`config.mk`:
```
export PLATFORM = sky130hd
export DESIGN_NAME = bsd_output
export DESIGN_NICKNAME = d
export VERILOG_FILES = /design/src/rtl/core/assert_macros.svh /design/src/rtl/core/bsd_pkg.sv /design/src/rtl/core/bsd_output.sv
export SDC_FILE = /design/constraint.sdc
export NUM_CORES = 1
export LEC_CHECK = 0
export ABC_AREA = 1
export BUFFER_PORTS_ARGS = -buffer_cell sky130_fd_sc_hd__buf_2
export CAP_MARGIN = 10
export CORE_MARGIN = 4
export CORE_UTILIZATION = 37
export CTS_CLUSTER_SIZE = 12
export DETAILED_ROUTE_END_ITERATION = 10
export GPL_TIMING_DRIVEN = 1
export PLACE_DENSITY = 0.84
export SLEW_MARGIN = 20
export SYNTH_ARGS = -nofsm -noshare
export SYNTH_HDL_FRONTEND = slang
export SYNTH_SLANG_ARGS = --single-unit
```
`constraint.sdc`:
```
create_clock -name aclk -period 3.85 [get_ports aclk]
set_clock_uncertainty 0.2 [all_clocks]
set_input_delay 0.77 -clock aclk [delete_from_list [all_inputs] [get_ports aclk]]
set_output_delay 0.77 -clock aclk [all_outputs]
set_load 0.1 [all_outputs]
```
`src/rtl/core/assert_macros.svh`:
```
// Assertion macros for the RTL of the BMP stream decoder (used by the parser).
// Define ASSERT_OFF to compile every assertion out.
`ifndef ASSERT_MACROS_SVH
`define ASSERT_MACROS_SVH
`ifndef ASSERT_OFF
`define ASSERT_RST(lbl, clk, rstn, prop) \
    lbl: assert property (@(posedge clk) disable iff (!rstn) prop) \
        else $error("%m: assertion failed");
`define ASSERT_CLK(lbl, clk, prop) \
    lbl: assert property (@(posedge clk) prop) \
        else $error("%m: assertion failed");
`else
`define ASSERT_RST(lbl, clk, rstn, prop)
`define ASSERT_CLK(lbl, clk, prop)
`endif
`endif

```
`src/rtl/core/bsd_pkg.sv`:
```
// Types and constants of the BMP stream decoder.
// No dependencies.
`timescale 1ns / 1ps
package bsd_pkg;
    localparam int PALETTE_ENTRIES = 256;
    localparam int PAL_AW = $clog2(PALETTE_ENTRIES);
    localparam int PAL_W = 24;

    localparam logic [7:0] SIG_B = 8'h42;
    localparam logic [7:0] SIG_M = 8'h4d;
    localparam logic [7:0] INFO_SIZE = 8'd40;
    localparam logic [7:0] BPP_8 = 8'd8;
    localparam logic [7:0] BPP_24 = 8'd24;
    localparam logic [7:0] BPP_32 = 8'd32;
    localparam logic [31:0] HEADER_BYTES = 32'd54;
    localparam logic [31:0] HEADER_END = 32'd53;

    typedef enum logic [2:0] {
        PH_IDLE, PH_HEADER, PH_PALETTE, PH_SKIP, PH_PIXEL, PH_PAD
    } phase_t;

    typedef enum logic [1:0] {
        KIND_HEADER = 2'd0, KIND_PIXEL = 2'd1, KIND_ERROR = 2'd2
    } kind_t;

    typedef enum logic [2:0] {
        ERR_NONE = 3'd0, ERR_SIGNATURE = 3'd1, ERR_INFO_SIZE = 3'd2,
        ERR_DEPTH = 3'd3, ERR_COLORS = 3'd4, ERR_OFFSET = 3'd5, ERR_LARGE = 3'd6
    } err_t;

    typedef struct packed {
        logic [7:0] data_byte;
        logic       new_file;
    } in_word_t;

    typedef struct packed {
        logic [1:0]  kind;
        logic [2:0]  error_code;
        logic [15:0] image_width;
        logic [15:0] image_height;
        logic        gray;
        logic [15:0] column;
        logic [15:0] row;
        logic [7:0]  blue;
        logic [7:0]  green;
        logic [7:0]  red;
        logic        last;
    } out_word_t;

    // result waiting for its palette lookup
    typedef struct packed {
        out_word_t res;
        logic      use_pal;
        logic      black;
    } pend_t;

    typedef struct packed {
        logic              we;
        logic [PAL_AW-1:0] addr;
        logic [PAL_W-1:0]  data;
    } pal_wr_t;
endpackage

```
`src/rtl/core/bsd_output.sv`:
```
// Second stage: palette lookup merge and result register.
// Depends on bsd_pkg.
`timescale 1ns / 1ps
module bsd_output (
    input  logic                          aclk,
    input  logic                          aresetn,
    input  logic                          p_valid,
    input  bsd_pkg::pend_t                p_data,
    input  logic [bsd_pkg::PAL_W-1:0]     pal_rdata,
    output logic                          advance,
    output logic                          m_valid,
    input  logic                          m_ready,
    output bsd_pkg::out_word_t            m_data
);
    logic               m_valid_reg;
    bsd_pkg::out_word_t m_reg, m_next;

    assign advance = !m_valid_reg || m_ready;

    always_comb begin
        m_next = p_data.res;
        if (p_data.use_pal) begin
            if (p_data.black) begin
                m_next.blue = '0;
                m_next.green = '0;
                m_next.red = '0;
            end else begin
                m_next.blue = pal_rdata[7:0];
                m_next.green = p_data.res.gray ? 8'd0 : pal_rdata[15:8];
                m_next.red = p_data.res.gray ? 8'd0 : pal_rdata[23:16];
            end
        end
    end

    always_ff @(posedge aclk) begin
        if (!aresetn) begin
            m_valid_reg <= 1'b0;
        end else if (advance) begin
            m_valid_reg <= p_valid;
        end
    end

    always_ff @(posedge aclk) begin
        if (advance) begin
            m_reg <= m_next;
        end
    end

    assign m_valid = m_valid_reg;
    assign m_data = m_reg;
endmodule

```
# Yosys cells after proc, flatten, opt, wreduce, memory -nomap -nowiden
# Index checks and enable logic that the tools add are counted.
# classes
mux	4
reduce_logical	2
# op_table
op	count
24-bit two-way mux	2
8-bit two-way mux	2
1-bit logical NOT	1
1-bit logical OR	1
# totals
register_bits	96
input_bits	125
out_inout_bits	97
word_cells	18

# Logic depth before layout (Yosys ltp)
# Gate-level depths: netlist of the first run.
# logic_depth
word_depth	3
ltp_mapped	5
depth_no_buf	4

# Worst setup path after synthesis of the first run
# No wires, ideal clock.
# synth_path
path_type	flip-flop to flip-flop
start	reg m_valid_reg (netlist: m_valid)
end	reg m_reg, in the netlist m_data[0] (enable)
setup_time_ns	1.100
t_arrival_ns	3.340
t_required_ns	2.550
slack_ns	-0.790
path_stages_with_launch	2
path_buffers	0
synth_period_minus_slack_ns	4.640
cell_sequence	dfxtp_1 nand2_1
# synth_between
elab_chain_cells	2
# synth_rtl
element	line	rtl
start: declaration	bsd_output.sv:15	logic m_valid_reg;
start signal: assignment	bsd_output.sv:39	m_valid_reg <= p_valid;
1-bit logical NOT	bsd_output.sv:18	assign advance = !m_valid_reg || m_ready;
1-bit logical OR	bsd_output.sv:18	
named net advance	bsd_output.sv:10	output logic advance,
end signal: assignment	bsd_output.sv:45	m_reg <= m_next;
end: declaration	bsd_output.sv:16	bsd_pkg::out_word_t m_reg, m_next;
# The timed path passes the listed nets, and every way through them passes these cells.
# A chain may end at the register's enable or synchronous reset.

# Worst setup path in the final report of the first run
# layout_path
start	in m_ready
end	out advance
# layout_between
elab_chain_cells	1
# layout_rtl
element	line	rtl
start: declaration	bsd_output.sv:12	input logic m_ready,
1-bit logical OR	bsd_output.sv:18	
end: declaration	bsd_output.sv:10	
# Every way passes these cells.

==> run metrics, run 1 <==
sw power=between 1 and 1.5 mW; Initial Util=about two fifths; Final Cycle Share=61.68%; clock slew at reported path FFs=0.10 ns; Worst Path Max Fanout=3; largest net degree at the start of global routing=between 60 and 70; num ports=around 220; initial antenna violation count=1; YS warnings=0; htree depth=3; vias in the first global route=approximately 2400; critical path class=in -> out; share of cells above drive strength 1=54.04%; Clock Power Share=a little under a quarter; post-synthesis net count=about 340; setup TNS=0 ns; TritonRoute pass-1 iters=6; first-pass GRT wire length=11120 µm; fillcell total=741; total gr overflow=0; die width=103.4 µm; Wirelength per Cell=14.43 µm; CTS tree=done; antenna diode count=0; Worst Setup Start Kind=input pin; Seq cells post-synth=96; post-synthesis sequential area ratio=85.38%; Syn Area/Cell=approximately 16 µm²; WL final=7993 µm; deepest clock path buffer count=2; Post-Syn Area=3364 µm²; final net count=566; PortBufs=221; hold_buf cts=0; Seq pwr share=47.7%; final setup violation count=0; Crit. End Element=output port; TritonCTS buffer count=9; RSZ-0062 raised after global routing=false; Via density=4.372; # clock sinks=96; fin crit period=roughly 2.4 ns; register area=2873 µm²; Core Region=8806 µm²; status=finished clean; Slew headroom=47.26%; max-slew violation count=0; post-detail-place hpwl=6260 µm; combinational power share=28.5%; Achievable Freq=0.4211 GHz; Req. time, crit path=2.88 ns; row cnt=34; switch share=39.40%; Cells after Synth=213; Max VDD drop=0.2217 mV; post-synthesis cell type count=11; die area=10680 µm²; Final Core Density=54.01%; pwr/cell area=552.1 nW/µm²; Area growth, synth to finish=41.35%; Post-CTS Resized=0; Hold Vio Cnt, Final=0; Int Pwr=1.591 mW; clk root buf=clkbuf_8; max reg flops=95; via count=~2400; CP arrival=~1.4 ns; Max Cap Viol=0; footprint of the multi-input gates=366.6 µm²; GPL Wtd Cong=0.7203; gr usage total=13.90%; HP Class=in -> reg; Post-CTS Setup Bufs=0; flop2flop setup slack=approximately 2.2 ns; measured slew at the worst slew-check pin=0.7910 ns; DRC errors left=0; clock latency on the worst-skew pair=~0.34 ns; leakage power=2.353 nW; Final ANT Viol Nets=0; DR iter-0 viols=43; height of the die=approximately 100 µm
## Yosys cell counts
library cell / instances / share of area, %
a21oi_1: 1 / 0.15
buf_2: 1 / 0.15
buf_6: 4 / 1.3
clkbuf_4: 1 / 0.22
dfxtp_1: 1 / 0.60
edfxtp_1: 95 / 85
inv_1: 19 / 2.1
inv_2: 1 / 0.11
nand2_1: 73 / 8.1
nor2_1: 16 / 1.8
nor2_8: 1 / 0.60
## worst max-delay path, stage by stage
cell and delay, ns:
buf_2 0.07, inv_1 0.05, nand2_4 0.07, buf_2 0.43
## layout make-up
cell class                 instances  area share, %
inverter                          20          1.579
multi-input combinational         91          7.709
sequential                        96          60.41
clock buffer                      10          2.683
tap                              108          2.841
timing repair buffer             223          23.57
clock inverter                     6          1.210
## path summary, 6_finish.rpt
path                                    to  depth (start not counted)       start
worst max-delay path               advance                          4     m_ready
worst min register to register  m_data[11]                          2     m_valid
worst min-delay path            m_data[84]                          1  p_data[86]
worst max register to register  m_data[83]                          2     m_valid
## per-stage QoR
stage / hold slack, ns / cells / power [mW] / instance area (µm²) / worst slack, ns
6_report: 0.3835 / 554 / 2.626 / 4756 / 1.475
5_1_grt: 0.3461 / 554 / 2.724 / 4756 / 1.445
4_1_cts: 0.3605 / 554 / 2.654 / 4756 / 1.460
3_5_place_dp: 0.7322 / 538 / 2.032 / 4571 / 1.461
3_3_place_gp: 0.7177 / 538 / 2.023 / 4571 / 1.460
2_1_floorplan: 0.6689 / 213 / 1.892 / 3367 / 0.4911
## cells in the final DEF, fill, tap and decap left out
cell type / n
buf_4: 2
clkbuf_8: 9
inv_8: 2
inv_6: 2
nor2_8: 1
clkinv_4: 2
inv_2: 1
a21oi_1: 1
nand2_1: 72
buf_2: 221
clkbuf_1: 1
dfxtp_1: 1
nor2_1: 16
nand2_4: 1
inv_1: 19
edfxtp_1: 95
## metal layers
| metal | share of wire [%] | global-route usage [%] | up-vias | wire length [µm] |
|---|---|---|---|---|
| met5 | 0.15 | 0 | - | 12 |
| met4 | 1.7 | 5.578 | 2 | 136 |
| met3 | 12 | 5.768 | 14 | 975 |
| met2 | 51 | 24.85 | 140 | 4060 |
| met1 | 35 | 14.36 | 1096 | 2808 |
| li1 | - | - | 1170 | - |
## power by group through the flow
stage,logic [mW],clock network [mW],registers (mW)
floorplan,0.0519,0,1.84
global placement,0.748,0,1.27
detailed placement,0.754,0,1.28
CTS,0.755,0.645,1.25
global route,0.776,0.688,1.26
finish,0.750,0.623,1.25
## kinds of logic (layout without fill, tap and decap cells)
group / count (synthesis) / in the layout / synth area share (%)
AND/OR/NAND/NOR: 90 / 90 / 10.52
AO/OA/AOI/OAI: 1 / 1 / 0.1486
flip-flops: 96 / 96 / 85.39
buffers and inverters: 26 / 259 / 3.942
No activity file was read; power rests on OpenSTA's default activity.
==> run 2: changes to the inputs <==
==> constraint.sdc (replaced) <==
create_clock -name aclk -period 2.09 [get_ports aclk]
set_clock_uncertainty 0.2 [all_clocks]
set_input_delay 0.418 -clock aclk [delete_from_list [all_inputs] [get_ports aclk]]
set_output_delay 0.418 -clock aclk [all_outputs]
set_load 0.1 [all_outputs]
==> run metrics, run 2 (synthesis gave the netlist of run 1 again) <==
GPL Wtd Cong=around 0.71; reg2reg start=m_valid; antenna diode count=0; worst path cell trace=buf_2; setup TNS=0 ns; TritonCTS buffer count=9; max reg flops=95; CP arrival=approximately 1.2 ns; Final Core Density=between 50% and 60%; Finished Layout Cells=between 500 and 600; measured slew at the worst slew-check pin=between 0.5 and 0.6 ns; share of cells above drive strength 1=about 54%; die width=103.4 µm; vias in the first global route=2305; # clock sinks=96; clk root buf=clkbuf_8; CP max stage delay=0.45 ns; Initial Util=38.21%; hold depth=1; Post-CTS Setup Bufs=0; Crit. End Element=output port; row cnt=34; Core Region=about 8800 µm²; die area=10680 µm²; critical path class=reg -> out; Req. time, crit path=approximately 1.5 ns; first-pass GRT wire length=between 10000 and 15000 µm; htree depth=3; Slew headroom=66.29%; fin crit period=about 1.8 ns; Min-Delay Startpoint=p_data[54]; Achievable Freq=roughly 0.55 GHz; metal2 WL=approximately 4300 µm; Final ANT Viol Nets=0; post-detail-place hpwl=6419 µm; Worst Path Max Fanout=2; Reg2Reg Depth=2; Slowest-stage cell, CP=buf_2; Max Cap Viol=0; highest routed layer=met4; pwr/cell area=1003 nW/µm²; delay-heaviest family, CP=buffers and inverters; Wirelength per Cell=roughly 15 µm; leakage power=2.375 nW; TritonRoute pass-1 iters=4; total gr overflow=0; via count=2400; deepest clock path buffer count=2; DRC errors left=0; Post-CTS Resized=0; most frequent cells in the layout=buf_2, edfxtp_1, nand2_1, inv_1, nor2_1; Placed Instances=539; flop2flop setup slack=approximately 0.68 ns; WL final=8143 µm; Hold Vio Cnt, Final=0; PortBufs=around 220; CTS tree=done; clock latency on the worst-skew pair=0.35 ns; Worst Setup Start Kind=register; commonest non-fill, non-tap cell in the layout=buf_2; Metal-1 WL=2832 µm; RSZ-0062 raised after global routing=false; gr usage total=14.11%; R2R Path End=m_data[86]; DP Area=~4600 µm²; Stages on worst setup path=1; WHS Endpoint=m_data[52]; height of the die=103.4 µm; DR iter-0 viols=57; Area growth, synth to finish=43.55%; final setup violation count=0; Crit path buffers/inverters=1; largest net degree at the start of global routing=62; met3 WL=893 µm; initial antenna violation count=0; Max VDD drop=0.3734 mV; Via density=4.301; clock slew at reported path FFs=0.10 ns; Final Cycle Share=86.57%; post-route cell area=4830 µm²; status=finished clean; max-slew violation count=0; final net count=570; HP Class=in -> reg; num ports=222
==> run 2: layout make-up <==
class	count	area (µm²)
clock buffer	9	123.9
sequential	96	2874
clock inverter	7	60.06
timing repair buffer	227	1186
tap	108	135.1
multi-input combinational	91	375.4
inverter	20	75.07
fill	732	3976
==> run 2: power breakdown <==
part	switching, mW	internal [mW]
clock	0.682	0.456
sequential	0.0356	2.27
combinational	1.19	0.205
==> run 2: metal layers <==
| layer | vias to the layer above | GRT usage [%] |
|---|---|---|
| li1 | 1179 | - |
| met1 | 1071 | 14.43 |
| met2 | 144 | 25.98 |
| met3 | 6 | 4.829 |
| met4 | 0 | 5.976 |
| met5 | - | 0 |
==> run 2: what timing repair did <==
item | in CTS | in global routing
hold buffers | 0 | 3
endpoints found under the setup margin | 0 | 0
hold endpoints to repair | 0 | 3
==> run 2: how the worst max path moves through the flow <==
stage | from | end
finish | m_valid | m_valid
global route | m_valid | m_valid
CTS | m_valid | m_valid
detailed placement | m_ready | m_data[42]
global placement | m_ready | m_data[25]
floorplan | m_valid | m_data[0]
==> run 2: through the flow <==
| stage | hold slack, ns | power, mW | worst slack [ns] |
|---|---|---|---|
| finish | 0.03314 | 4.843 | 0.2806 |
| global route | 0.0009021 | 5.025 | 0.2333 |
| CTS | 0.004560 | 4.904 | 0.2458 |
| detailed placement | 0.3961 | 3.755 | 0.4501 |
| global placement | 0.3944 | 3.736 | 0.4825 |
| floorplan | 0.3169 | 3.485 | 0.2497 |
==> run 3: changes to the inputs <==
--- a/config.mk
+++ b/config.mk
@@ -9,11 +9,11 @@
 export BUFFER_PORTS_ARGS = -buffer_cell sky130_fd_sc_hd__buf_2
 export CAP_MARGIN = 10
 export CORE_MARGIN = 4
-export CORE_UTILIZATION = 37
+export CORE_UTILIZATION = 30
 export CTS_CLUSTER_SIZE = 12
 export DETAILED_ROUTE_END_ITERATION = 10
 export GPL_TIMING_DRIVEN = 1
-export PLACE_DENSITY = 0.84
+export PLACE_DENSITY = 0.72
 export SLEW_MARGIN = 20
 export SYNTH_ARGS = -nofsm -noshare
 export SYNTH_HDL_FRONTEND = slang
==> run metrics, run 3 (synthesis gave the netlist of run 1 again) <==
gr busiest metal=met2; die area=approximately 13000 µm²; Max VDD drop=a little over 0.4 mV; Worst Path Max Fanout=2; commonest non-fill, non-tap cell in the layout=buf_2; Req. time, crit path=1.47 ns; most frequent cells in the layout=buf_2, edfxtp_1, nand2_1, inv_1, nor2_1; worst path cell trace=buf_2; max reg flops=95; largest net degree at the start of global routing=62; Placed Instances=571; grt met1 use=15.14%; HP Class=in -> reg; clock slew at reported path FFs=approximately 0.1 ns; Final ANT Viol Nets=0; met3 GRT Util=5.358%; DP Area=4656 µm²; num ports=222; pwr/cell area=1007 nW/µm²; # clock sinks=96; initial antenna violation count=0; fillcell total=slightly above 1000; status=finished clean; leakage power=2.368 nW; vias in the first global route=approximately 2500; Finished Layout Cells=585; Hold Vio Cnt, Final=0; share of cells above drive strength 1=54.38%; gr usage total=12.79%; Final Cycle Share=86.58%; total gr overflow=0; max-slew violation count=0; Final Core Density=44.43%; PortBufs=221; CP arrival=1.19 ns; Wirelength per Cell=14.52 µm; hold_buf cts=0; Post-CTS Resized=0; DRC errors left=0; RSZ-0062 raised after global routing=false; TritonCTS buffer count=9; Via density=4.056; final net count=567; Achievable Freq=roughly 0.55 GHz; Slew headroom=66.00%; worst hold slack=0.02780 ns; delay-heaviest family, CP=buffers and inverters; post-route cell area=4837 µm²; CTS tree=done; first-pass GRT wire length=12670 µm; htree depth=3; Core Region=10890 µm²; final setup violation count=0; WL final=8496 µm; critical path class=reg -> out; measured slew at the worst slew-check pin=0.5136 ns; Post-CTS Setup Bufs=0; Slowest-stage cell, CP=buf_2; height of the die=about 110 µm; GPL Wtd Cong=0.7362; Initial Util=30.90%; row cnt=38; clk root buf=clkbuf_8; die width=113.9 µm; clock latency on the worst-skew pair=0.36 ns; global-route track usage on met2=21.01%; Crit. End Element=output port; Max Cap Viol=0; DR iter-0 viols=130; Area growth, synth to finish=43.77%; fin crit period=approximately 1.8 ns; Crit path buffers/inverters=1; via count=roughly 2400; CP max stage delay=between 0.4 and 0.5 ns; deepest clock path buffer count=2; Worst Setup Start Kind=register; TritonRoute pass-1 iters=4; antenna diode count=0; setup TNS=0 ns
run 3: area by class of cell:
type                       instances  area [µm²]  area share [%]
multi-input combinational         91       375.4           7.760
inverter                          20       75.07           1.552
clock inverter                     5       57.56           1.190
tap                              140       175.2           3.621
sequential                        96        2874           59.42
clock buffer                       9       123.9           2.561
timing repair buffer             224        1156           23.90
run 3: per-layer routing:
metal	part of all wire [%]	vias to the layer above	routed length [µm]
met2	46	154	3950
met5	0	-	0
met1	40	1037	3368
li1	-	1174	-
met3	13	8	1105
met4	0.84	0	71
run 3: report_power, final:
group          leakage, nW  internal [mW]  switching [mW]  total, mW
Sequential            1.01           2.27          0.0345       2.31
Clock               0.0957          0.545           0.625       1.17
Combinational         1.26          0.201            1.19       1.40
run 3: path summary, 6_finish.rpt:
check | endpoint | slack (ns) | start | cells past startpoint
hold reg to reg | m_valid | 0.44 | m_valid | 2
setup / recovery | m_valid | 0.28 | m_valid | 1
setup reg to reg | m_data[25] | 0.68 | m_valid | 2
hold / removal | m_data[91] | 0.03 | p_data[93] | 1
run 3: stage by stage:
| step | setup WS, ns | total power, mW |
|---|---|---|
| 6_report | 0.2805 | 4.873 |
| 5_1_grt | 0.2317 | 5.051 |
| 4_1_cts | 0.2506 | 4.937 |
| 3_5_place_dp | 0.4590 | 3.760 |
| 3_3_place_gp | 0.4844 | 3.746 |
| 2_1_floorplan | 0.2497 | 3.485 |
run 3: worst register-to-register path, delay by kind of cell (launching register included):
kind	cells	cell delay, ns
buf+inv	1	0.31
flops	1	0.36
simple gates	1	0.17
