<file path="config.mk">
export PLATFORM = sky130hd
export DESIGN_NAME = bsd_parser
export DESIGN_NICKNAME = d
export VERILOG_FILES = /design/src/rtl/core/bsd_pkg.sv /design/src/rtl/core/bsd_parser.sv
export VERILOG_INCLUDE_DIRS = /design/src /design/src/rtl/core
export SDC_FILE = /design/constraint.sdc
export NUM_CORES = 1
export LEC_CHECK = 0
export ABC_CLOCK_PERIOD_IN_PS = 11730
export BUFFER_PORTS_ARGS = -buffer_cell sky130_fd_sc_hd__buf_2
export CAP_MARGIN = 15
export CORE_MARGIN = 4
export CORE_UTILIZATION = 35
export DETAILED_ROUTE_END_ITERATION = 16
export PLACE_DENSITY_LB_ADDON = 0.1
export SLEW_MARGIN = 0
export SYNTH_ARGS = -nofsm -noshare
export SYNTH_HDL_FRONTEND = slang
export SYNTH_SLANG_ARGS = --single-unit
</file>
<file path="constraint.sdc">
create_clock -name aclk -period 11.73 [get_ports aclk]
set_clock_uncertainty 0.2 [all_clocks]
set_input_delay 0.5865 -clock aclk [delete_from_list [all_inputs] [get_ports aclk]]
set_output_delay 0.5865 -clock aclk [all_outputs]
set_load 0.01 [all_outputs]
</file>
<file path="src/rtl/core/assert_macros.svh">
// Assertion macros for the RTL of the BMP stream decoder (used by the parser).
// Define ASSERT_OFF to compile every assertion out.
`ifndef ASSERT_MACROS_SVH
`define ASSERT_MACROS_SVH
`ifndef ASSERT_OFF
`define ASSERT_RST(lbl, clk, rstn, prop) \
    lbl: assert property (@(posedge clk) disable iff (!rstn) prop) \
        else $error("%m: assertion failed");
`define ASSERT_CLK(lbl, clk, prop) \
    lbl: assert property (@(posedge clk) prop) \
        else $error("%m: assertion failed");
`else
`define ASSERT_RST(lbl, clk, rstn, prop)
`define ASSERT_CLK(lbl, clk, prop)
`endif
`endif

</file>
<file path="src/rtl/core/bsd_pkg.sv">
// Types and constants of the BMP stream decoder.
// No dependencies.
`timescale 1ns / 1ps
package bsd_pkg;
    localparam int PALETTE_ENTRIES = 256;
    localparam int PAL_AW = $clog2(PALETTE_ENTRIES);
    localparam int PAL_W = 24;

    localparam logic [7:0] SIG_B = 8'h42;
    localparam logic [7:0] SIG_M = 8'h4d;
    localparam logic [7:0] INFO_SIZE = 8'd40;
    localparam logic [7:0] BPP_8 = 8'd8;
    localparam logic [7:0] BPP_24 = 8'd24;
    localparam logic [7:0] BPP_32 = 8'd32;
    localparam logic [31:0] HEADER_BYTES = 32'd54;
    localparam logic [31:0] HEADER_END = 32'd53;

    typedef enum logic [2:0] {
        PH_IDLE, PH_HEADER, PH_PALETTE, PH_SKIP, PH_PIXEL, PH_PAD
    } phase_t;

    typedef enum logic [1:0] {
        KIND_HEADER = 2'd0, KIND_PIXEL = 2'd1, KIND_ERROR = 2'd2
    } kind_t;

    typedef enum logic [2:0] {
        ERR_NONE = 3'd0, ERR_SIGNATURE = 3'd1, ERR_INFO_SIZE = 3'd2,
        ERR_DEPTH = 3'd3, ERR_COLORS = 3'd4, ERR_OFFSET = 3'd5, ERR_LARGE = 3'd6
    } err_t;

    typedef struct packed {
        logic [7:0] data_byte;
        logic       new_file;
    } in_word_t;

    typedef struct packed {
        logic [1:0]  kind;
        logic [2:0]  error_code;
        logic [15:0] image_width;
        logic [15:0] image_height;
        logic        gray;
        logic [15:0] column;
        logic [15:0] row;
        logic [7:0]  blue;
        logic [7:0]  green;
        logic [7:0]  red;
        logic        last;
    } out_word_t;

    // result waiting for its palette lookup
    typedef struct packed {
        out_word_t res;
        logic      use_pal;
        logic      black;
    } pend_t;

    typedef struct packed {
        logic              we;
        logic [PAL_AW-1:0] addr;
        logic [PAL_W-1:0]  data;
    } pal_wr_t;
endpackage

</file>
<file path="src/rtl/core/bsd_parser.sv">
// Header parser, palette loader and pixel sequencer; first pipeline stage.
// Depends on bsd_pkg and assert_macros.svh.
`timescale 1ns / 1ps
`include "assert_macros.svh"
module bsd_parser (
    input  logic                             aclk,
    input  logic                             aresetn,
    input  logic                             s_valid,
    input  bsd_pkg::in_word_t                s_data,
    input  logic                             advance,
    output logic                             p_valid,
    output bsd_pkg::pend_t                   p_data,
    output bsd_pkg::pal_wr_t                 pal_wr,
    output logic                             pal_re,
    output logic [bsd_pkg::PAL_AW-1:0]       pal_raddr
);
    bsd_pkg::phase_t phase_reg, phase_next;
    logic [31:0] pos_reg, pos_next, start_reg, start_next;
    logic [15:0] sig_reg, sig_next;
    logic [7:0]  info_reg, info_next, bpp_reg, bpp_next;
    logic [15:0] w_reg, w_next, h_reg, h_next, cc_reg, cc_next;
    logic        big_reg, big_next, gray_reg, gray_next;
    logic [8:0]  fill_reg, fill_next;
    logic [15:0] col_reg, col_next, rowc_reg, rowc_next;
    logic [1:0]  bip_reg, bip_next, pad_reg, pad_next, padamt_reg, padamt_next;
    logic [7:0]  pb_reg, pb_next, pg_reg, pg_next, pr_reg, pr_next;
    logic        p_valid_reg;
    bsd_pkg::pend_t p_reg;

    logic        accept;
    logic        emit_hdr, emit_err, emit_pix, pix_last, pix_pal, pix_black;
    logic [2:0]  err_code;
    logic [15:0] pix_col, pix_row;
    bsd_pkg::pend_t p_next;

    assign accept = s_valid && advance;

    // datapath and phase
    always_comb begin
        logic [7:0]  b;
        logic [31:0] p;
        logic [31:0] end_pos;
        logic [15:0] ccr;
        logic        do_finish;
        b = s_data.data_byte;
        p = '0;
        end_pos = '0;
        ccr = '0;
        do_finish = 1'b0;
        phase_next = phase_reg;
        pos_next = pos_reg;   start_next = start_reg; sig_next = sig_reg;
        info_next = info_reg; bpp_next = bpp_reg;     w_next = w_reg;
        h_next = h_reg;       cc_next = cc_reg;       big_next = big_reg;
        gray_next = gray_reg; fill_next = fill_reg;   col_next = col_reg;
        rowc_next = rowc_reg; bip_next = bip_reg;     pad_next = pad_reg;
        padamt_next = padamt_reg;
        pb_next = pb_reg;     pg_next = pg_reg;       pr_next = pr_reg;
        emit_hdr = 1'b0; emit_err = 1'b0; emit_pix = 1'b0;
        pix_last = 1'b0; pix_pal = 1'b0; pix_black = 1'b0;
        err_code = bsd_pkg::ERR_NONE;
        pix_col = '0; pix_row = '0;
        pal_wr = '0;
        if (accept) begin
            if (s_data.new_file) begin
                phase_next = bsd_pkg::PH_HEADER;
                pos_next = '0; start_next = '0; sig_next = '0; info_next = '0;
                bpp_next = '0; w_next = '0; h_next = '0; cc_next = '0;
                big_next = 1'b0; gray_next = 1'b1; fill_next = '0;
                col_next = '0; rowc_next = '0; bip_next = '0; pad_next = '0;
                padamt_next = '0; pb_next = '0; pg_next = '0; pr_next = '0;
            end
            case (phase_next)
                bsd_pkg::PH_HEADER: begin
                    p = pos_next;
                    case (p)
                        32'd0:  sig_next[7:0] = b;
                        32'd1:  sig_next[15:8] = b;
                        32'd10: start_next[7:0] = b;
                        32'd11: start_next[15:8] = b;
                        32'd12: start_next[23:16] = b;
                        32'd13: start_next[31:24] = b;
                        32'd14: info_next = b;
                        32'd18: w_next[7:0] = b;
                        32'd19: w_next[15:8] = b;
                        32'd20, 32'd21, 32'd24, 32'd25: big_next = big_next | (b != 8'd0);
                        32'd22: h_next[7:0] = b;
                        32'd23: h_next[15:8] = b;
                        32'd28: bpp_next = b;
                        32'd46: cc_next[7:0] = b;
                        32'd47: cc_next[15:8] = b;
                        default: ;
                    endcase
                    pos_next = p + 32'd1;
                    if (p == bsd_pkg::HEADER_END) begin
                        ccr = (cc_next == 16'd0) ? 16'(bsd_pkg::PALETTE_ENTRIES) : cc_next;
                        end_pos = bsd_pkg::HEADER_BYTES;
                        if (bpp_next == bsd_pkg::BPP_8) begin
                            end_pos = bsd_pkg::HEADER_BYTES + {14'd0, ccr, 2'b00};
                        end
                        if (sig_next != {bsd_pkg::SIG_M, bsd_pkg::SIG_B}) begin
                            err_code = bsd_pkg::ERR_SIGNATURE;
                        end else if (info_next != bsd_pkg::INFO_SIZE) begin
                            err_code = bsd_pkg::ERR_INFO_SIZE;
                        end else if (bpp_next == bsd_pkg::BPP_8 &&
                                     ccr > 16'(bsd_pkg::PALETTE_ENTRIES)) begin
                            err_code = bsd_pkg::ERR_COLORS;
                        end else if (bpp_next != bsd_pkg::BPP_8 &&
                                     bpp_next != bsd_pkg::BPP_24 &&
                                     bpp_next != bsd_pkg::BPP_32) begin
                            err_code = bsd_pkg::ERR_DEPTH;
                        end else if (start_next < end_pos) begin
                            err_code = bsd_pkg::ERR_OFFSET;
                        end else if (big_next) begin
                            err_code = bsd_pkg::ERR_LARGE;
                        end
                        if (err_code != bsd_pkg::ERR_NONE) begin
                            emit_err = 1'b1;
                            phase_next = bsd_pkg::PH_IDLE;
                        end else if (bpp_next == bsd_pkg::BPP_8) begin
                            phase_next = bsd_pkg::PH_PALETTE;
                            cc_next = ccr;
                            fill_next = '0;
                            bip_next = '0;
                        end else begin
                            do_finish = 1'b1;
                        end
                    end
                end
                bsd_pkg::PH_PALETTE: begin
                    pos_next = pos_next + 32'd1;
                    case (bip_next)
                        2'd0: pb_next = b;
                        2'd1: pg_next = b;
                        2'd2: begin
                            pal_wr.we = 1'b1;
                            pal_wr.addr = fill_next[bsd_pkg::PAL_AW-1:0];
                            pal_wr.data = {b, pg_next, pb_next};
                            if (pb_next != pg_next || pb_next != b) begin
                                gray_next = 1'b0;
                            end
                        end
                        default: ;
                    endcase
                    if (bip_next != 2'd3) begin
                        bip_next = bip_next + 2'd1;
                    end else begin
                        bip_next = '0;
                        fill_next = fill_next + 9'd1;
                        if ({7'd0, fill_next} >= cc_next) begin
                            do_finish = 1'b1;
                        end
                    end
                end
                bsd_pkg::PH_SKIP: begin
                    pos_next = pos_next + 32'd1;
                    if (pos_next == start_next) begin
                        phase_next = bsd_pkg::PH_PIXEL;
                    end
                end
                bsd_pkg::PH_PIXEL: begin
                    if (bpp_next == bsd_pkg::BPP_8) begin
                        emit_pix = 1'b1;
                        pix_pal = 1'b1;
                        pix_black = ({8'd0, b} >= cc_next);
                    end else begin
                        case (bip_next)
                            2'd0: pb_next = b;
                            2'd1: pg_next = b;
                            2'd2: pr_next = b;
                            default: ;
                        endcase
                        if ((bpp_next == bsd_pkg::BPP_24 && bip_next < 2'd2) ||
                            (bpp_next != bsd_pkg::BPP_24 && bip_next < 2'd3)) begin
                            bip_next = bip_next + 2'd1;
                        end else begin
                            emit_pix = 1'b1;
                        end
                    end
                    if (emit_pix) begin
                        bip_next = '0;
                        pix_col = col_next;
                        pix_row = h_next - 16'd1 - rowc_next;
                        pix_last = ({1'b0, col_next} + 17'd1 == {1'b0, w_next}) &&
                                   ({1'b0, rowc_next} + 17'd1 == {1'b0, h_next});
                        col_next = col_next + 16'd1;
                        if (pix_last) begin
                            phase_next = bsd_pkg::PH_IDLE;
                        end else if (col_next >= w_next) begin
                            col_next = '0;
                            rowc_next = rowc_next + 16'd1;
                            if (padamt_next != 2'd0) begin
                                pad_next = padamt_next;
                                phase_next = bsd_pkg::PH_PAD;
                            end
                        end
                    end
                end
                bsd_pkg::PH_PAD: begin
                    pad_next = pad_next - 2'd1;
                    if (pad_next == 2'd0) begin
                        phase_next = bsd_pkg::PH_PIXEL;
                    end
                end
                default: ;
            endcase
            if (do_finish) begin
                emit_hdr = 1'b1;
                bip_next = '0;
                // row padding: bytes per row mod 4 from width mod 4
                case (bpp_next)
                    bsd_pkg::BPP_8:  padamt_next = 2'd0 - w_next[1:0];
                    bsd_pkg::BPP_24: padamt_next = 2'd0 - 2'(w_next[1:0] * 2'd3);
                    default:         padamt_next = 2'd0;
                endcase
                if (w_next == 16'd0 || h_next == 16'd0) begin
                    phase_next = bsd_pkg::PH_IDLE;
                end else if (pos_next == start_next) begin
                    phase_next = bsd_pkg::PH_PIXEL;
                end else begin
                    phase_next = bsd_pkg::PH_SKIP;
                end
            end
        end
    end

    // result formation
    always_comb begin
        p_next = '0;
        if (emit_err) begin
            p_next.res.kind = bsd_pkg::KIND_ERROR;
            p_next.res.error_code = err_code;
        end else if (emit_hdr) begin
            p_next.res.kind = bsd_pkg::KIND_HEADER;
            p_next.res.image_width = w_next;
            p_next.res.image_height = h_next;
            p_next.res.gray = (bpp_next == bsd_pkg::BPP_8) && gray_next;
        end else begin
            p_next.res.kind = bsd_pkg::KIND_PIXEL;
            p_next.res.gray = (bpp_next == bsd_pkg::BPP_8) && gray_next;
            p_next.res.column = pix_col;
            p_next.res.row = pix_row;
            p_next.res.blue = pb_next;
            p_next.res.green = pg_next;
            p_next.res.red = pr_next;
            p_next.res.last = pix_last;
            p_next.use_pal = pix_pal;
            p_next.black = pix_black;
        end
    end

    always_ff @(posedge aclk) begin
        if (!aresetn) begin
            phase_reg <= bsd_pkg::PH_IDLE;
            pos_reg <= '0; start_reg <= '0; sig_reg <= '0; info_reg <= '0;
            bpp_reg <= '0; w_reg <= '0; h_reg <= '0; cc_reg <= '0;
            big_reg <= 1'b0; gray_reg <= 1'b1; fill_reg <= '0;
            col_reg <= '0; rowc_reg <= '0; bip_reg <= '0; pad_reg <= '0;
            padamt_reg <= '0;
            p_valid_reg <= 1'b0;
        end else begin
            phase_reg <= phase_next;
            pos_reg <= pos_next; start_reg <= start_next; sig_reg <= sig_next;
            info_reg <= info_next; bpp_reg <= bpp_next; w_reg <= w_next;
            h_reg <= h_next; cc_reg <= cc_next; big_reg <= big_next;
            gray_reg <= gray_next; fill_reg <= fill_next; col_reg <= col_next;
            rowc_reg <= rowc_next; bip_reg <= bip_next; pad_reg <= pad_next;
            padamt_reg <= padamt_next;
            if (advance) begin
                p_valid_reg <= emit_err || emit_hdr || emit_pix;
            end
        end
    end

    always_ff @(posedge aclk) begin
        pb_reg <= pb_next;
        pg_reg <= pg_next;
        pr_reg <= pr_next;
        if (advance) begin
            p_reg <= p_next;
        end
    end

    assign p_valid = p_valid_reg;
    assign p_data = p_reg;
    assign pal_re = accept;
    assign pal_raddr = s_data.data_byte[bsd_pkg::PAL_AW-1:0];

    `ASSERT_RST(a_err_has_code, aclk, aresetn, p_valid_reg && p_reg.res.kind == bsd_pkg::KIND_ERROR |-> p_reg.res.error_code != bsd_pkg::ERR_NONE)
    `ASSERT_RST(a_restart_header, aclk, aresetn, accept && s_data.new_file |=> phase_reg == bsd_pkg::PH_HEADER)
    `ASSERT_RST(a_pad_nonzero, aclk, aresetn, phase_reg == bsd_pkg::PH_PAD |-> pad_reg != 2'd0)
endmodule

</file>
=== Word-level counts from Yosys, hierarchy flattened ===
Cells that the tools add are included.

* Input bits: 13
* Output and inout bits: 140
* Register bits after elaboration: 318

* Multiply operators: 1
* $add $sub $neg: 13
* Equal/unequal tests: 44
* Bitwise gates (word level): 6
* Multiplexer cells: 189
* $lt $le $gt $ge: 7
* Reductions and logical operators: 30

{| class="wikitable"
|+ Operator list
! kind !! count
|-
| two-way mux 16 bit || 31
|-
| two-way mux 8 bit || 56
|-
| two-way mux 32 bit || 11
|-
| == test 32 x 5 -> 1 bit (second input constant) || 9
|-
| == test 32 x 4 -> 1 bit (second input constant) || 5
|-
| two-way mux 33 bit || 3
|-
| == test 32 x 6 -> 1 bit (second input constant) || 3
|-
| two-way mux 3 bit || 23
|-
| == test 32 bit || 2
|-
| two-way mux 9 bit || 6
|-
| logical NOT 16 bit || 3
|-
| two-way mux 2 bit || 19
|-
| adder 16 x 1 -> 17 bit (second input constant) || 2
|-
| == test 17 x 16 -> 1 bit || 2
|-
| adder 16 x 1 -> 16 bit (second input constant) || 2
|-
| adder 32 x 1 -> 32 bit (second input constant) || 1
|-
| == test 32 x 1 -> 1 bit (second input constant) || 1
|-
| == test 8 x 4 -> 1 bit (second input constant) || 4
|-
| logical NOT 32 bit || 1
|-
| < comparator 32 bit || 1
|-
| case mux 8 bit (2 select lines) || 2
|-
| two-way mux 1 bit || 31
|-
| adder 6 x 18 -> 19 bit (first input constant) || 1
|-
| two-way mux 19 bit || 1
|-
| other kinds (42) || 70
|}

=== Depth between registers and ports, before layout ===
Gate-level depths: netlist of run 1.

* Depth after elaboration: 31
* Mapped depth: 38

=== Worst setup path before layout of run 1 ===
Ideal clock, no wire load.

* Path kind: input -> register
* From: in s_data[0] (netlist bit)
* To: reg bip_reg[0]
* Arrival: 7.597 ns
* Path buffers: 11
* Path slack: 3.815 ns
* Required time: 11.413 ns
* Stages on the path: 36
* Path through: buf_6 buf_2 buf_2 inv_1 buf_2 clkbuf_1 buf_2 buf_1 buf_2 clkbuf_1 buf_1 nand2_1 ha_1 nand2b_1 nor2_1 or4b_1 clkbuf_1 mux2i_1 inv_1 ha_1 a41oi_1 a21oi_1 nor3_1 and3_1 o21ai_0 ha_1 nand2_1 o21ai_0 or3b_2 nand3_1 o211ai_1 a21o_1 or4_1 a211oi_1 a21oi_1 a32o_1

* Cells in the longest elaborated chain, start to end: 28

{| class="wikitable"
|+ Ends and longest elaborated chain
! what !! RTL line !! text
|-
| start: declaration || bsd_parser.sv:9 || <nowiki>input bsd_pkg::in_word_t s_data,</nowiki>
|-
| two-way mux 32 bit || bsd_parser.sv:64 || <nowiki>if (s_data.new_file) begin</nowiki>
|-
| two-way mux 32 bit || bsd_parser.sv:63 || <nowiki>if (accept) begin</nowiki>
|-
| == test 32 x 6 -> 1 bit || bsd_parser.sv:75 || <nowiki>case (p)</nowiki>
|-
| two-way mux 8 bit || bsd_parser.sv:75 ||
|-
| two-way mux 8 bit || bsd_parser.sv:72 || <nowiki>case (phase_next)</nowiki>
|-
| two-way mux 8 bit || bsd_parser.sv:63 ||
|-
| logical NOT 16 bit || bsd_parser.sv:95 || <nowiki>ccr = (cc_next == 16'd0) ? 16'(bsd_pkg::PALETTE_ENTRIES) : cc_next;</nowiki>
|-
| two-way mux 16 bit || bsd_parser.sv:95 ||
|-
| [12 not listed] || - ||
|-
| two-way mux 3 bit || bsd_parser.sv:72 ||
|-
| two-way mux 3 bit || bsd_parser.sv:63 ||
|-
| nonzero test 3 bit || bsd_parser.sv:116 || <nowiki>if (err_code != bsd_pkg::ERR_NONE) begin</nowiki>
|-
| two-way mux 1 bit || bsd_parser.sv:116 ||
|-
| two-way mux 1 bit || bsd_parser.sv:94 || <nowiki>if (p == bsd_pkg::HEADER_END) begin</nowiki>
|-
| case mux 1 bit (2 select lines) || bsd_parser.sv:72 ||
|-
| two-way mux 1 bit || bsd_parser.sv:63 ||
|-
| two-way mux 2 bit * || bsd_parser.sv:206 || <nowiki>if (do_finish) begin</nowiki>
|-
| end signal: assignment || bsd_parser.sv:266 || <nowiki>rowc_reg <= rowc_next; bip_reg <= bip_next; pad_reg <= pad_next;</nowiki>
|-
| end: declaration || bsd_parser.sv:25 || <nowiki>logic [1:0] bip_reg, bip_next, pad_reg, pad_next, padamt_reg, padamt_next;</nowiki>
|}

Every way passes the cells marked *; elsewhere a longest branch is shown, timed or not. The select of a mux whose other input is x is not followed.
A chain may end at the register's enable or synchronous reset.

=== Worst setup path in the final report of run 1 ===
* From: reg pos_reg[13]
* To: reg fill_reg[1]

* Cells in the longest elaborated chain, start to end: 26

{| class="wikitable"
|+ Ends and longest elaborated chain
! what !! RTL line !! text
|-
| start: declaration || bsd_parser.sv:18 || <nowiki>logic [31:0] pos_reg, pos_next, start_reg, start_next;</nowiki>
|-
| start signal: assignment || bsd_parser.sv:262 || <nowiki>pos_reg <= pos_next; start_reg <= start_next; sig_reg <= sig_next;</nowiki>
|-
| two-way mux 32 bit * || bsd_parser.sv:64 ||
|-
| two-way mux 32 bit * || bsd_parser.sv:63 ||
|-
| == test 32 x 6 -> 1 bit || bsd_parser.sv:75 ||
|-
| two-way mux 8 bit || bsd_parser.sv:75 ||
|-
| two-way mux 8 bit || bsd_parser.sv:72 ||
|-
| two-way mux 8 bit || bsd_parser.sv:63 ||
|-
| logical NOT 16 bit || bsd_parser.sv:95 ||
|-
| two-way mux 16 bit || bsd_parser.sv:95 ||
|-
| [10 not listed] || - ||
|-
| two-way mux 3 bit || bsd_parser.sv:100 || <nowiki>if (sig_next != {bsd_pkg::SIG_M, bsd_pkg::SIG_B}) begin</nowiki>
|-
| two-way mux 3 bit || bsd_parser.sv:94 ||
|-
| two-way mux 3 bit || bsd_parser.sv:72 ||
|-
| two-way mux 3 bit || bsd_parser.sv:63 ||
|-
| nonzero test 3 bit || bsd_parser.sv:116 ||
|-
| two-way mux 9 bit || bsd_parser.sv:116 ||
|-
| two-way mux 9 bit * || bsd_parser.sv:94 ||
|-
| case mux 9 bit (2 select lines) * || bsd_parser.sv:72 ||
|-
| end signal: assignment || bsd_parser.sv:265 || <nowiki>gray_reg <= gray_next; fill_reg <= fill_next; col_reg <= col_next;</nowiki>
|-
| end: declaration || bsd_parser.sv:23 || <nowiki>logic [8:0] fill_reg, fill_next;</nowiki>
|}

Marks and branches as above.

==> results of run 1 <==
## worst max-delay path, cell delays in order (launching register included)
cell,delay [ns]
dfxtp_1,0.44
nor4_2,0.60
nand3_1,0.35
or4b_1,0.87
mux2i_1,0.48
inv_1,0.13
ha_1,0.23
a41oi_1,0.20
a21oi_1,0.17
nor3_1,0.62
nand3b_1,0.17
xor2_1,0.17
nand2_1,0.07
ha_1,0.30
nand3_1,0.10
nor3_1,0.37
nand3_1,0.13
mux2i_1,0.16
o211ai_1,0.17
a21o_1,0.29
nor4_2,0.52
a21oi_1,0.18
nor2_1,0.55
o21ai_0,0.19
## path summary, 6_finish.rpt
kind	startpoint	endpoint	slack, ns	cells after the start
setup / recovery	pos_reg[13]	fill_reg[1]	3.88	23
hold / removal	pad_reg[0]	pad_reg[0]	0.27	2
setup reg to reg	pos_reg[13]	fill_reg[1]	3.88	23
hold reg to reg	pad_reg[0]	pad_reg[0]	0.27	2
## where the power goes
group	switching [mW]	internal, mW	total [mW]
clock network	0.530	0.851	1.38
registers	0.00926	1.15	1.16
logic	0.155	0.0462	0.201
## area by class of cell
type | count | area, um2
flip-flops and latches | 318 | 7337
inverters | 56 | 216.5
multi-input cells | 2107 | 13080
repair buffers | 201 | 1141
clock buffers | 47 | 1090
fillers | 6283 | 36360
well taps | 782 | 978.4
clock inverters | 26 | 384.1
## cells by family after synthesis
kind of cell | count (synthesis) | share of synthesized area
AO/OA/AOI/OAI | 645 | 0.1944
buffers and inverters | 280 | 0.05319
flip-flops | 318 | 0.3412
multiplexers | 48 | 0.02310
AND/OR/NAND/NOR | 1194 | 0.2841
XOR/XNOR | 140 | 0.05703
adder cells (fa/ha/maj) | 80 | 0.04690
## per-layer routing
layer,up-vias,part of all wire
met5,-,0
met4,0,0.025
met3,116,0.059
met2,732,0.46
met1,10173,0.45
li1,9908,-
## cells in the final DEF, fill, tap and decap left out, types with 45 or more instances in the layout
master,count
and3_1,103
nor3_1,53
a22oi_1,114
buf_2,150
ha_1,79
nor2_1,341
nand4_1,45
xor2_1,57
edfxtp_1,97
a21oi_1,154
inv_1,50
buf_4,49
nor2b_1,49
nand2_1,267
o21ai_0,139
dfxtp_1,221
nand3_1,91
xnor2_1,83
nor4_1,51
## through the flow
| step | area, um2 | setup WS, ns | instances | power [mW] |
|---|---|---|---|---|
| 3_5_place_dp | 22740 | 3.508 | 3463 | 1.385 |
| 2_1_floorplan | 21500 | 3.815 | 2705 | 1.292 |
| 5_1_grt | 24220 | 3.327 | 3537 | 2.843 |
| 3_3_place_gp | 22740 | 3.837 | 3463 | 1.383 |
| 6_report | 24220 | 3.880 | 3537 | 2.743 |
| 4_1_cts | 24210 | 4.021 | 3536 | 2.776 |
==> results.rst, run 1 <==
.. list-table::
   :header-rows: 1

   * - Metric
     - Value
   * - Result of the run
     - finished clean
   * - Starting DRC count in detailed routing
     - 1887
   * - Synthesized netlist net count
     - 2798
   * - Latest clock arrival within the worst-skew pair
     - 0.58 ns
   * - Kind of critical path
     - reg -> reg
   * - Number of port buffers
     - 152
   * - Number of storage elements in the synthesis netlist
     - 318
   * - Gr ovfl total
     - 0
   * - Most Crowded Layer GR
     - met2
   * - Setup tns final
     - 0 ns
   * - Number of endpoints with negative hold slack in the final report
     - 0
   * - Initial cell density of the core
     - 0.3549
   * - Max Clk Rate
     - 127.4 MHz
   * - Number of hold buffers added after CTS
     - 0
   * - Async set-reset flop share out of synthesis
     - 0
   * - Detail Route Antenna Nets
     - 0
   * - Number of buffers on the longest clock path
     - 3
   * - Final HPWL DP
     - 56.17 mm
   * - Mapped Cells
     - 2705
   * - GPL Wtd Cong
     - 0.9242
   * - Rows
     - 90
   * - CP arrival
     - 8.07 ns
   * - Critical Path End Type
     - flop
   * - Via count of the first global-routing pass
     - 19926
   * - H-tree depth reported by CTS
     - 2
   * - Number of clock buffers inserted by TritonCTS
     - 40
   * - Leading cell types by total area after synthesis
     - dfxtp_1 (21%), edfxtp_1 (14%), nor2_1 (6.0%), nand2_1 (4.7%), ha_1 (4.6%)
   * - Final Slew Violations
     - 0
   * - Count of instances resized after the clock tree is built
     - 0
   * - Synthesized area divided by synthesized cell count
     - 7.949 um2
   * - Number of clock sinks
     - 318
   * - Worst Path Max Fanout
     - 13
   * - Top_reg_cell synth
     - dfxtp_1
   * - Global-route wire length before repair
     - 123.7 mm
   * - Minimum hold slack
     - 0.2652 ns
   * - Element type at the critical path start
     - flop
   * - Nets@finish
     - 2817
   * - Library cells used by synthesis
     - 89
   * - I/O Pins
     - 153
   * - First-pass iteration count of the detailed router
     - 6
   * - Area Overhead vs Synth
     - 12.66%
   * - Number of synthesized flops with an enable pin
     - 97
   * - Via count
     - 20929
   * - Cell Area, Synth
     - 0.02150 mm2
   * - Type of the tightest min-delay check
     - reg -> reg
   * - Gr usage total
     - 0.2370
   * - Final setup violation count
     - 0
   * - Antenna diode count
     - 0
   * - DRC
     - 0
   * - Worst slew margin relative to its limit
     - 0.2001
   * - Maximum capacitance violations
     - 0
   * - Total leakage power
     - 8.832 nW
   * - RSZ-0062 raised after global routing
     - no
   * - Placeable Area
     - 0.06058 mm2
   * - M3 GR Usage
     - 0.03047
   * - Worst IR Drop VDD
     - 104.6 uV
   * - Top post-synthesis cells by count
     - nor2_1 (341), nand2_1 (269), dfxtp_1 (221), clkbuf_1 (164), a21oi_1 (154)
   * - Vertical extent of the die
     - 255.9 um
   * - Flip-flop count of the largest register, all copies and words added
     - 97
   * - Maximum number of pins on one net before global-route repair
     - 120
   * - Most area-hungry cell type in the Yosys netlist
     - dfxtp_1
   * - Via density per instance
     - 5.917
   * - Yosys warning total
     - 0
   * - Antenna violations before repair
     - 0
   * - Share of layout cells above drive strength 1
     - 0.1216
   * - Cell at the root of the clock tree
     - clkbuf_16
   * - Min Clock Period, post-route
     - 7.850 ns
   * - End-of-flow core utilization
     - 0.3998
   * - Number of post-CTS setup repair buffers
     - 0
   * - Required time of the worst setup path
     - 11.95 ns
   * - Tcrit/Tclk final
     - 0.6692
   * - Top cell type's share of synthesized area
     - 0.2058
   * - Share of synthesized area occupied by flip-flops and latches
     - 0.3412
   * - Most frequent cell after synthesis
     - nor2_1
   * - GRT met1 Usage
     - 0.3285
   * - Pin slew with the least headroom to its limit
     - 1.189 ns
   * - Detailed-route wire length
     - 81.18 mm
   * - CTS tree
     - built
   * - Routing usage on met2
     - 0.3905
   * - DIE AREA
     - 0.06546 mm2
   * - Drt wl/cell
     - 22.95 um
   * - Die W
     - 255.9 um
   * - Power density over cell area
     - 113.3 mW/mm2
   * - Post-CTS clock slew at the launch and capture registers of the worst setup and hold paths
     - 0.06 ns
(Power assumes the default switching activity.)
==> run 2, diff against run 1 <==
--- a/config.mk
+++ b/config.mk
@@ -6,7 +6,7 @@
 export SDC_FILE = /design/constraint.sdc
 export NUM_CORES = 1
 export LEC_CHECK = 0
-export ABC_CLOCK_PERIOD_IN_PS = 11730
+export ABC_CLOCK_PERIOD_IN_PS = 6310
 export BUFFER_PORTS_ARGS = -buffer_cell sky130_fd_sc_hd__buf_2
 export CAP_MARGIN = 15
 export CORE_MARGIN = 4
==> constraint.sdc (replaced) <==
create_clock -name aclk -period 6.31 [get_ports aclk]
set_clock_uncertainty 0.2 [all_clocks]
set_input_delay 0.3155 -clock aclk [delete_from_list [all_inputs] [get_ports aclk]]
set_output_delay 0.3155 -clock aclk [all_outputs]
set_load 0.01 [all_outputs]
==> run 2 against run 1 <==
Net effect: first-iteration DRC count up 6.1%; design area up 2.3%; die area unchanged; sequential cell count unchanged; fmax up 31%; highest routed layer unchanged; critical path type unchanged; total power up 85%.
==> results.rst, run 2 (synthesis gave the netlist of run 1 again) <==
.. list-table::
   :header-rows: 1

   * - Metric
     - Value
   * - Setup tns final
     - 0 ns (unchanged)
   * - Min Clock Period, post-route
     - 6.013 ns (-1.837 ns)
   * - Most common cell after layout, fill and taps aside
     - nor2_1
   * - Antenna diode count
     - 0 (unchanged)
   * - Detail Route Antenna Nets
     - 0 (unchanged)
   * - Flip-flop count of the largest register, all copies and words added
     - 97 (unchanged)
   * - Number of clock buffers inserted by TritonCTS
     - 40 (unchanged)
   * - Critical hold path startpoint
     - aresetn
   * - Cell depth of the worst setup path
     - 22 (-4.3%)
   * - Starting DRC count in detailed routing
     - 2002 (+6.1%)
   * - Number of port buffers
     - 152 (unchanged)
   * - Type of the tightest min-delay check
     - in -> reg
   * - Detailed-route wire length
     - 83.19 mm (+2.5%)
   * - DRC
     - 0 (unchanged)
   * - Footprint of the flip-flops and latches
     - 0.007337 mm2 (unchanged)
   * - Drt wl/cell
     - 23.11 um (+0.71%)
   * - Initial cell density of the core
     - 0.3549 (unchanged)
   * - Power density over cell area
     - 204.3 mW/mm2 (+80%)
   * - Tcrit/Tclk final
     - 0.9529 (+0.2837)
   * - Final standard cell count with taps included and fillers excluded
     - 3599 (+1.8%)
   * - CTS tree
     - built
   * - CP arrival
     - 6.25 ns (-1.82 ns)
   * - R2r endpoint
     - p_data[90]
   * - Most used cells in the layout excluding fill and tap cells
     - nor2_1 (341), nand2_1 (266), dfxtp_1 (221)
   * - Via count of the first global-routing pass
     - 20198 (+1.4%)
   * - Maximum capacitance violations
     - 0 (unchanged)
   * - Number of clock sinks
     - 318 (unchanged)
   * - Gr usage total
     - 0.2414 (+0.004354)
   * - Final Slew Violations
     - 0 (unchanged)
   * - Placeable Area
     - 0.06058 mm2 (unchanged)
   * - Number of post-CTS setup repair buffers
     - 0 (unchanged)
   * - Via count
     - 21334 (+1.9%)
   * - Required time of the worst setup path
     - 6.55 ns (-5.40 ns)
   * - Final HPWL DP
     - 58.38 mm (+3.9%)
   * - Pin slew with the least headroom to its limit
     - 1.173 ns (-0.01544 ns)
   * - Number of endpoints with negative hold slack in the final report
     - 0 (unchanged)
   * - GPL Wtd Cong
     - 0.9311 (+0.75%)
   * - Global-route wire length before repair
     - 126.0 mm (+1.8%)
   * - CP cell instances
     - nor4_2, nand3_1, or4b_4, mux2i_4, ha_4, a41oi_2, a21oi_2, nor3_2, and3_1, o21ai_0, ha_1, nand2_1, o21ai_0, or3b_4, nand3_1, o211ai_1, a21o_1, o31ai_2, nand2_2, buf_4, buf_4, nor2_1
   * - Post-CTS clock slew at the launch and capture registers of the worst setup and hold paths
     - 0.06 ns (about the same)
   * - Switch share
     - 0.2573 (+0.004095)
   * - Via density per instance
     - 5.928 (+0.18%)
   * - Result of the run
     - finished clean
   * - Power dissipated by switching net loads
     - 1.303 mW (+88%)
   * - Gate family responsible for the most delay along the worst path
     - simple AND/OR/NAND/NOR gates
   * - Final setup violation count
     - 0 (unchanged)
   * - Internal power of the cells
     - 3.760 mW (+84%)
   * - Cell at the root of the clock tree
     - clkbuf_16
   * - Reg-to-reg slack, setup
     - 0.30 ns (-3.58 ns)
   * - Max Clk Rate
     - 166.3 MHz (+31%)
   * - Maximum number of pins on one net before global-route repair
     - 108 (-10%)
   * - Number of instances on the worst hold path
     - 2 (unchanged)
   * - Worst IR Drop VDD
     - 208.6 uV (+99%)
   * - Worst Path Max Fanout
     - 24 (+11)
   * - Gr ovfl total
     - 0 (unchanged)
   * - Kind of critical path
     - reg -> reg
   * - Nets@finish
     - 2878 (+2.2%)
   * - Latest clock arrival within the worst-skew pair
     - 0.59 ns (about the same)
   * - Rows
     - 90 (unchanged)
   * - Area Overhead vs Synth
     - 15.26%
   * - Sequential power share
     - 0.427 (+0.004)
   * - Hold-critical path endpoint
     - gray_reg
   * - Element type at the critical path start
     - flop
   * - Combined area of the multi-input logic cells
     - 0.01319 mm2 (+0.88%)
   * - Share of layout cells above drive strength 1
     - 0.1434 (+0.02182)
   * - Vertical extent of the die
     - 255.9 um (unchanged)
   * - Die W
     - 255.9 um (unchanged)
   * - Cell with the biggest individual delay on the critical path
     - or4b_4
   * - Filler cell count
     - 6212 (-1.1%)
   * - DIE AREA
     - 0.06546 mm2 (unchanged)
   * - RSZ-0062 raised after global routing
     - no
   * - R2r worst-path depth
     - 22 (-4.3%)
   * - Part of the total power dissipated in the clock network
     - 0.496 (-0.007)
   * - Placed cell count
     - 3522 (+1.7%)
   * - Antenna violations before repair
     - 0 (unchanged)
   * - Total leakage power
     - 9.140 nW (+3.5%)
   * - Buf+Inv Stages, Crit Path
     - 2 (+1)
   * - Launching point of the worst reg2reg path
     - pos_reg[12]
   * - First-pass iteration count of the detailed router
     - 7 (+1)
   * - I/O Pins
     - 153 (unchanged)
   * - H-tree depth reported by CTS
     - 2 (unchanged)
   * - Number of buffers on the longest clock path
     - 3 (unchanged)
   * - Worst slew margin relative to its limit
     - 0.2117 (+0.01158)
   * - Largest incremental delay on the critical path
     - 0.63 ns (-0.24 ns)
   * - Combinational group share of total power
     - 0.077 (+0.004)
   * - Critical Path End Type
     - flop
[run 2: cell types whose count changed in the layout (fill, tap and decap cells not counted), sizes merged]
| cell | delta |
|---|---|
| buf | +59 |
| clkbuf | +6 |
| clkinv | -4 |
| dlygate4sd3 | +2 |
| bufinv | -1 |
| clkinvlp | +1 |
| inv | -1 |
[run 2: per-layer routing]
layer	track usage	wire length [um]	vias to the layer above
met1	0.3299	37150	10367
met3	0.02731	4812	170
met2	0.4015	38510	773
met5	0	0	-
met4	0.07512	2718	0
li1	-	-	10024
[run 2: how the worst max path moves through the flow]
stage                 from           to  slack [ns]
2_1_floorplan    s_data[0]   p_data[10]        0.03
3_3_place_gp   pos_reg[21]   p_data[79]        0.07
3_5_place_dp   pos_reg[21]   p_data[79]       -0.04
4_1_cts        pos_reg[21]   p_data[79]        0.07
5_1_grt        pos_reg[12]  fill_reg[2]       0.004
6_report       pos_reg[12]   p_data[90]        0.30
[run 2: stage by stage]
step	worst slack (ns)	hold WS [ns]	utilization	area, um2	power [mW]
2_1_floorplan	0.03477	0.2280	-	21680	2.409
3_3_place_gp	0.06569	0.2462	0.3842	23270	2.588
3_5_place_dp	-0.04126	0.2534	0.3842	23270	2.590
4_1_cts	0.06909	0.01435	0.4082	24730	5.115
5_1_grt	0.004020	0.04676	0.4091	24780	5.215
6_report	0.2970	0.05540	0.4091	24780	5.062
[run 2: power groups by stage]
stage | clock network [mW] | logic [mW] | registers [mW]
after global routing | 2.64 | 0.415 | 2.16
final | 2.51 | 0.392 | 2.16
after global placement | 0 | 0.385 | 2.20
after detailed placement | 0 | 0.386 | 2.20
after floorplan | 0 | 0.194 | 2.22
after CTS | 2.57 | 0.388 | 2.16
[run 2: worst register-to-register path, delay by kind of cell, from the launching register on]
| family | cells | cell delay (ns) |
|---|---|---|
| simple gates | 10 | 2.68 |
| compound gates | 7 | 1.27 |
| fa+ha+maj | 2 | 0.56 |
| buf+inv | 2 | 0.51 |
| flops | 1 | 0.43 |
| mux | 1 | 0.26 |
[run 2: timing repair]
item / CTS / global route
endpoints found under the hold margin: 4 / 0
gates resized for setup: 1 / 7
pin swaps: 0 / 0
endpoints found under the setup margin: 36 / 68
hold buffers: 2 / 0
[run 2: final cells by class]
cell class | count | share of cell area
clock inverter | 21 | 0.01393
tap | 782 | 0.03948
sequential | 318 | 0.2960
timing repair buffer | 262 | 0.06558
multi-input combinational | 2107 | 0.5323
clock buffer | 53 | 0.04397
inverter | 56 | 0.008734
==> run 3, diff against run 2 <==
--- a/config.mk
+++ b/config.mk
@@ -9,7 +9,7 @@
 export ABC_CLOCK_PERIOD_IN_PS = 6310
 export BUFFER_PORTS_ARGS = -buffer_cell sky130_fd_sc_hd__buf_2
 export CAP_MARGIN = 15
-export CORE_MARGIN = 4
+export CORE_MARGIN = 2
 export CORE_UTILIZATION = 35
 export DETAILED_ROUTE_END_ITERATION = 16
 export PLACE_DENSITY_LB_ADDON = 0.1
==> run 3 against run 2 <==
Net effect: wire length about the same; total power down 1.8%; core utilization down 0.074 points; critical path type unchanged; largest cell class unchanged.
==> results.rst, run 3 (synthesis gave the netlist of run 1 again) <==
.. list-table::
   :header-rows: 1

   * - Metric
     - Value
   * - Number of port buffers
     - 152 (unchanged)
   * - Antenna diode count
     - 0 (unchanged)
   * - Largest incremental delay on the critical path
     - 0.58 ns (-0.05 ns)
   * - Min Clock Period, post-route
     - 5.967 ns (-0.04608 ns)
   * - Antenna violations before repair
     - 0 (unchanged)
   * - Detailed-route wire length
     - 83.25 mm (about the same)
   * - Via count
     - 21365 (+0.15%)
   * - First-pass iteration count of the detailed router
     - 6 (-1)
   * - DRC
     - 0 (unchanged)
   * - Max Clk Rate
     - 167.6 MHz (+0.77%)
   * - Worst Path Max Fanout
     - 15 (-38%)
   * - Latest clock arrival within the worst-skew pair
     - 0.59 ns (about the same)
   * - Most common cell after layout, fill and taps aside
     - nor2_1
   * - Drt wl/cell
     - 23.14 um (+0.12%)
   * - Gr usage total
     - 0.2550 (+0.01359)
   * - DIE AREA
     - 0.06343 mm2 (-3.1%)
   * - Via count of the first global-routing pass
     - 20180 (-0.089%)
   * - Nets@finish
     - 2876 (-0.069%)
   * - Total leakage power
     - 9.161 nW (+0.23%)
   * - Gr ovfl total
     - 0 (unchanged)
   * - Initial cell density of the core
     - 0.3549 (unchanged)
   * - Via density per instance
     - 5.940 (+0.20%)
   * - Top cell by count, worst path
     - buf_4
   * - Number of endpoints with negative hold slack in the final report
     - 0 (unchanged)
   * - CTS tree
     - built
   * - Maximum capacitance violations
     - 0 (unchanged)
   * - Final HPWL DP
     - 58.29 mm (-0.15%)
   * - Final setup violation count
     - 0 (unchanged)
   * - Pin slew with the least headroom to its limit
     - 1.016 ns (-0.1573 ns)
   * - Worst slew margin relative to its limit
     - 0.3050 (+0.09336)
   * - Cell with the biggest individual delay on the critical path
     - or4b_1
   * - Share of layout cells above drive strength 1
     - 0.1446 (+0.001168)
   * - Final Slew Violations
     - 0 (unchanged)
   * - Post-CTS clock slew at the launch and capture registers of the worst setup and hold paths
     - 0.06 ns (about the same)
   * - Type of the tightest min-delay check
     - in -> reg
   * - Result of the run
     - finished clean
   * - Vertical extent of the die
     - 251.9 um (-1.6%)
   * - Required time of the worst setup path
     - 6.59 ns (+0.04 ns)
   * - Power density over cell area
     - 200.9 mW/mm2 (-1.6%)
   * - Worst IR Drop VDD
     - 170.5 uV (-18%)
   * - Rows
     - 90 (unchanged)
   * - Tcrit/Tclk final
     - 0.9456 (-0.007303)
   * - Detail Route Antenna Nets
     - 0 (unchanged)
   * - Setup tns final
     - 0 ns (unchanged)
   * - Number of clock buffers inserted by TritonCTS
     - 41 (+2.5%)
   * - I/O Pins
     - 153 (unchanged)
   * - CP arrival
     - 6.25 ns (about the same)
   * - Number of clock sinks
     - 318 (unchanged)
   * - Starting DRC count in detailed routing
     - 1885 (-5.8%)
   * - Flip-flop count of the largest register, all copies and words added
     - 97 (unchanged)
   * - RSZ-0062 raised after global routing
     - no
   * - Critical Path End Type
     - flop
   * - Number of buffers on the longest clock path
     - 3 (unchanged)
   * - End-of-flow core utilization
     - 0.4083 (-0.0007430)
   * - Global-route wire length before repair
     - 124.7 mm (-1.0%)
   * - Area Overhead vs Synth
     - 15.05%
   * - Number of post-CTS setup repair buffers
     - 0 (unchanged)
   * - Most used cells in the layout excluding fill and tap cells
     - nor2_1 (341), nand2_1 (266), dfxtp_1 (221)
   * - H-tree depth reported by CTS
     - 2 (unchanged)
   * - CP cell instances
     - nor4_4, nand4_2, buf_4, or4b_1, buf_4, nor2_1, a31oi_1, nor3_2, nor3b_1, nand2_1, or4_1, ha_1, a21oi_1, o21ai_0, a311oi_1, a21o_1, nor4_2, a21oi_1, nor2_1, buf_4, a2111oi_1
   * - Element type at the critical path start
     - flop
   * - GPL Wtd Cong
     - 0.8996 (-3.4%)
   * - Placeable Area
     - 0.06058 mm2 (unchanged)
   * - Cell at the root of the clock tree
     - clkbuf_16
   * - Kind of critical path
     - reg -> reg
   * - Die W
     - 251.9 um (-1.6%)
   * - Maximum number of pins on one net before global-route repair
     - 116 (+7.4%)
## run 3: path summary, 6_finish.rpt
path | from | endpoint | slack, ns | cells after the start
min reg2reg | pad_reg[0] | pad_reg[0] | 0.27 | 2
max | pos_reg[8] | fill_reg[2] | 0.34 | 21
min | aresetn | gray_reg | 0.02 | 3
max reg2reg | pos_reg[8] | fill_reg[2] | 0.34 | 21
## run 3: layer usage
metal,up-vias,track usage,part of all wire
li1,10011,-,-
met1,10397,0.3478,0.44
met2,792,0.4066,0.46
met3,165,0.03580,0.063
met4,0,0.1011,0.039
met5,-,0,0
## run 3: final cells by class
cell class / instances / area [um2]
multi-input combinational: 2107 / 13210
clock buffer: 54 / 1145
sequential: 318 / 7337
timing repair buffer: 259 / 1613
clock inverter: 21 / 242.7
tap: 782 / 978.4
fill: 6233 / 35840
inverter: 56 / 216.5
## run 3: what timing repair did
item                                   CTS  global route
setup endpoints to repair                0            77
endpoints found under the hold margin    1             0
hold buffers                             1             0
resized for setup                        0            10
## run 3: where the power goes
| group | switching [mW] | leakage (nW) | internal [mW] | total, mW |
|---|---|---|---|---|
| Sequential | 0.0178 | 2.70 | 2.14 | 2.16 |
| Combinational | 0.294 | 5.78 | 0.0965 | 0.391 |
| Clock | 1.00 | 0.682 | 1.42 | 2.42 |
| Total | 1.32 | 9.16 | 3.65 | 4.97 |
## run 3: critical path, delay by kind of cell (launching register included)
kind / cells / cell delay, ns
buffers and inverters: 3 / 0.67
AND/OR/NAND/NOR: 10 / 2.78
adder cells (fa/ha/maj): 1 / 0.33
flip-flops: 1 / 0.39
AO/OA/AOI/OAI: 7 / 1.47
## run 3: through the flow
stage | hold slack, ns | setup WS, ns | area, um2 | power, mW | cells
2_1_floorplan | 0.2280 | 0.03477 | 21680 | 2.409 | 2705
3_3_place_gp | 0.2464 | 0.1190 | 23270 | 2.587 | 3520
3_5_place_dp | 0.2586 | 0.05516 | 23270 | 2.589 | 3520
4_1_cts | 0.004312 | 0.02142 | 24670 | 5.009 | 3596
5_1_grt | 0.02970 | 0.02577 | 24740 | 5.130 | 3597
6_report | 0.02326 | 0.3431 | 24740 | 4.971 | 3597
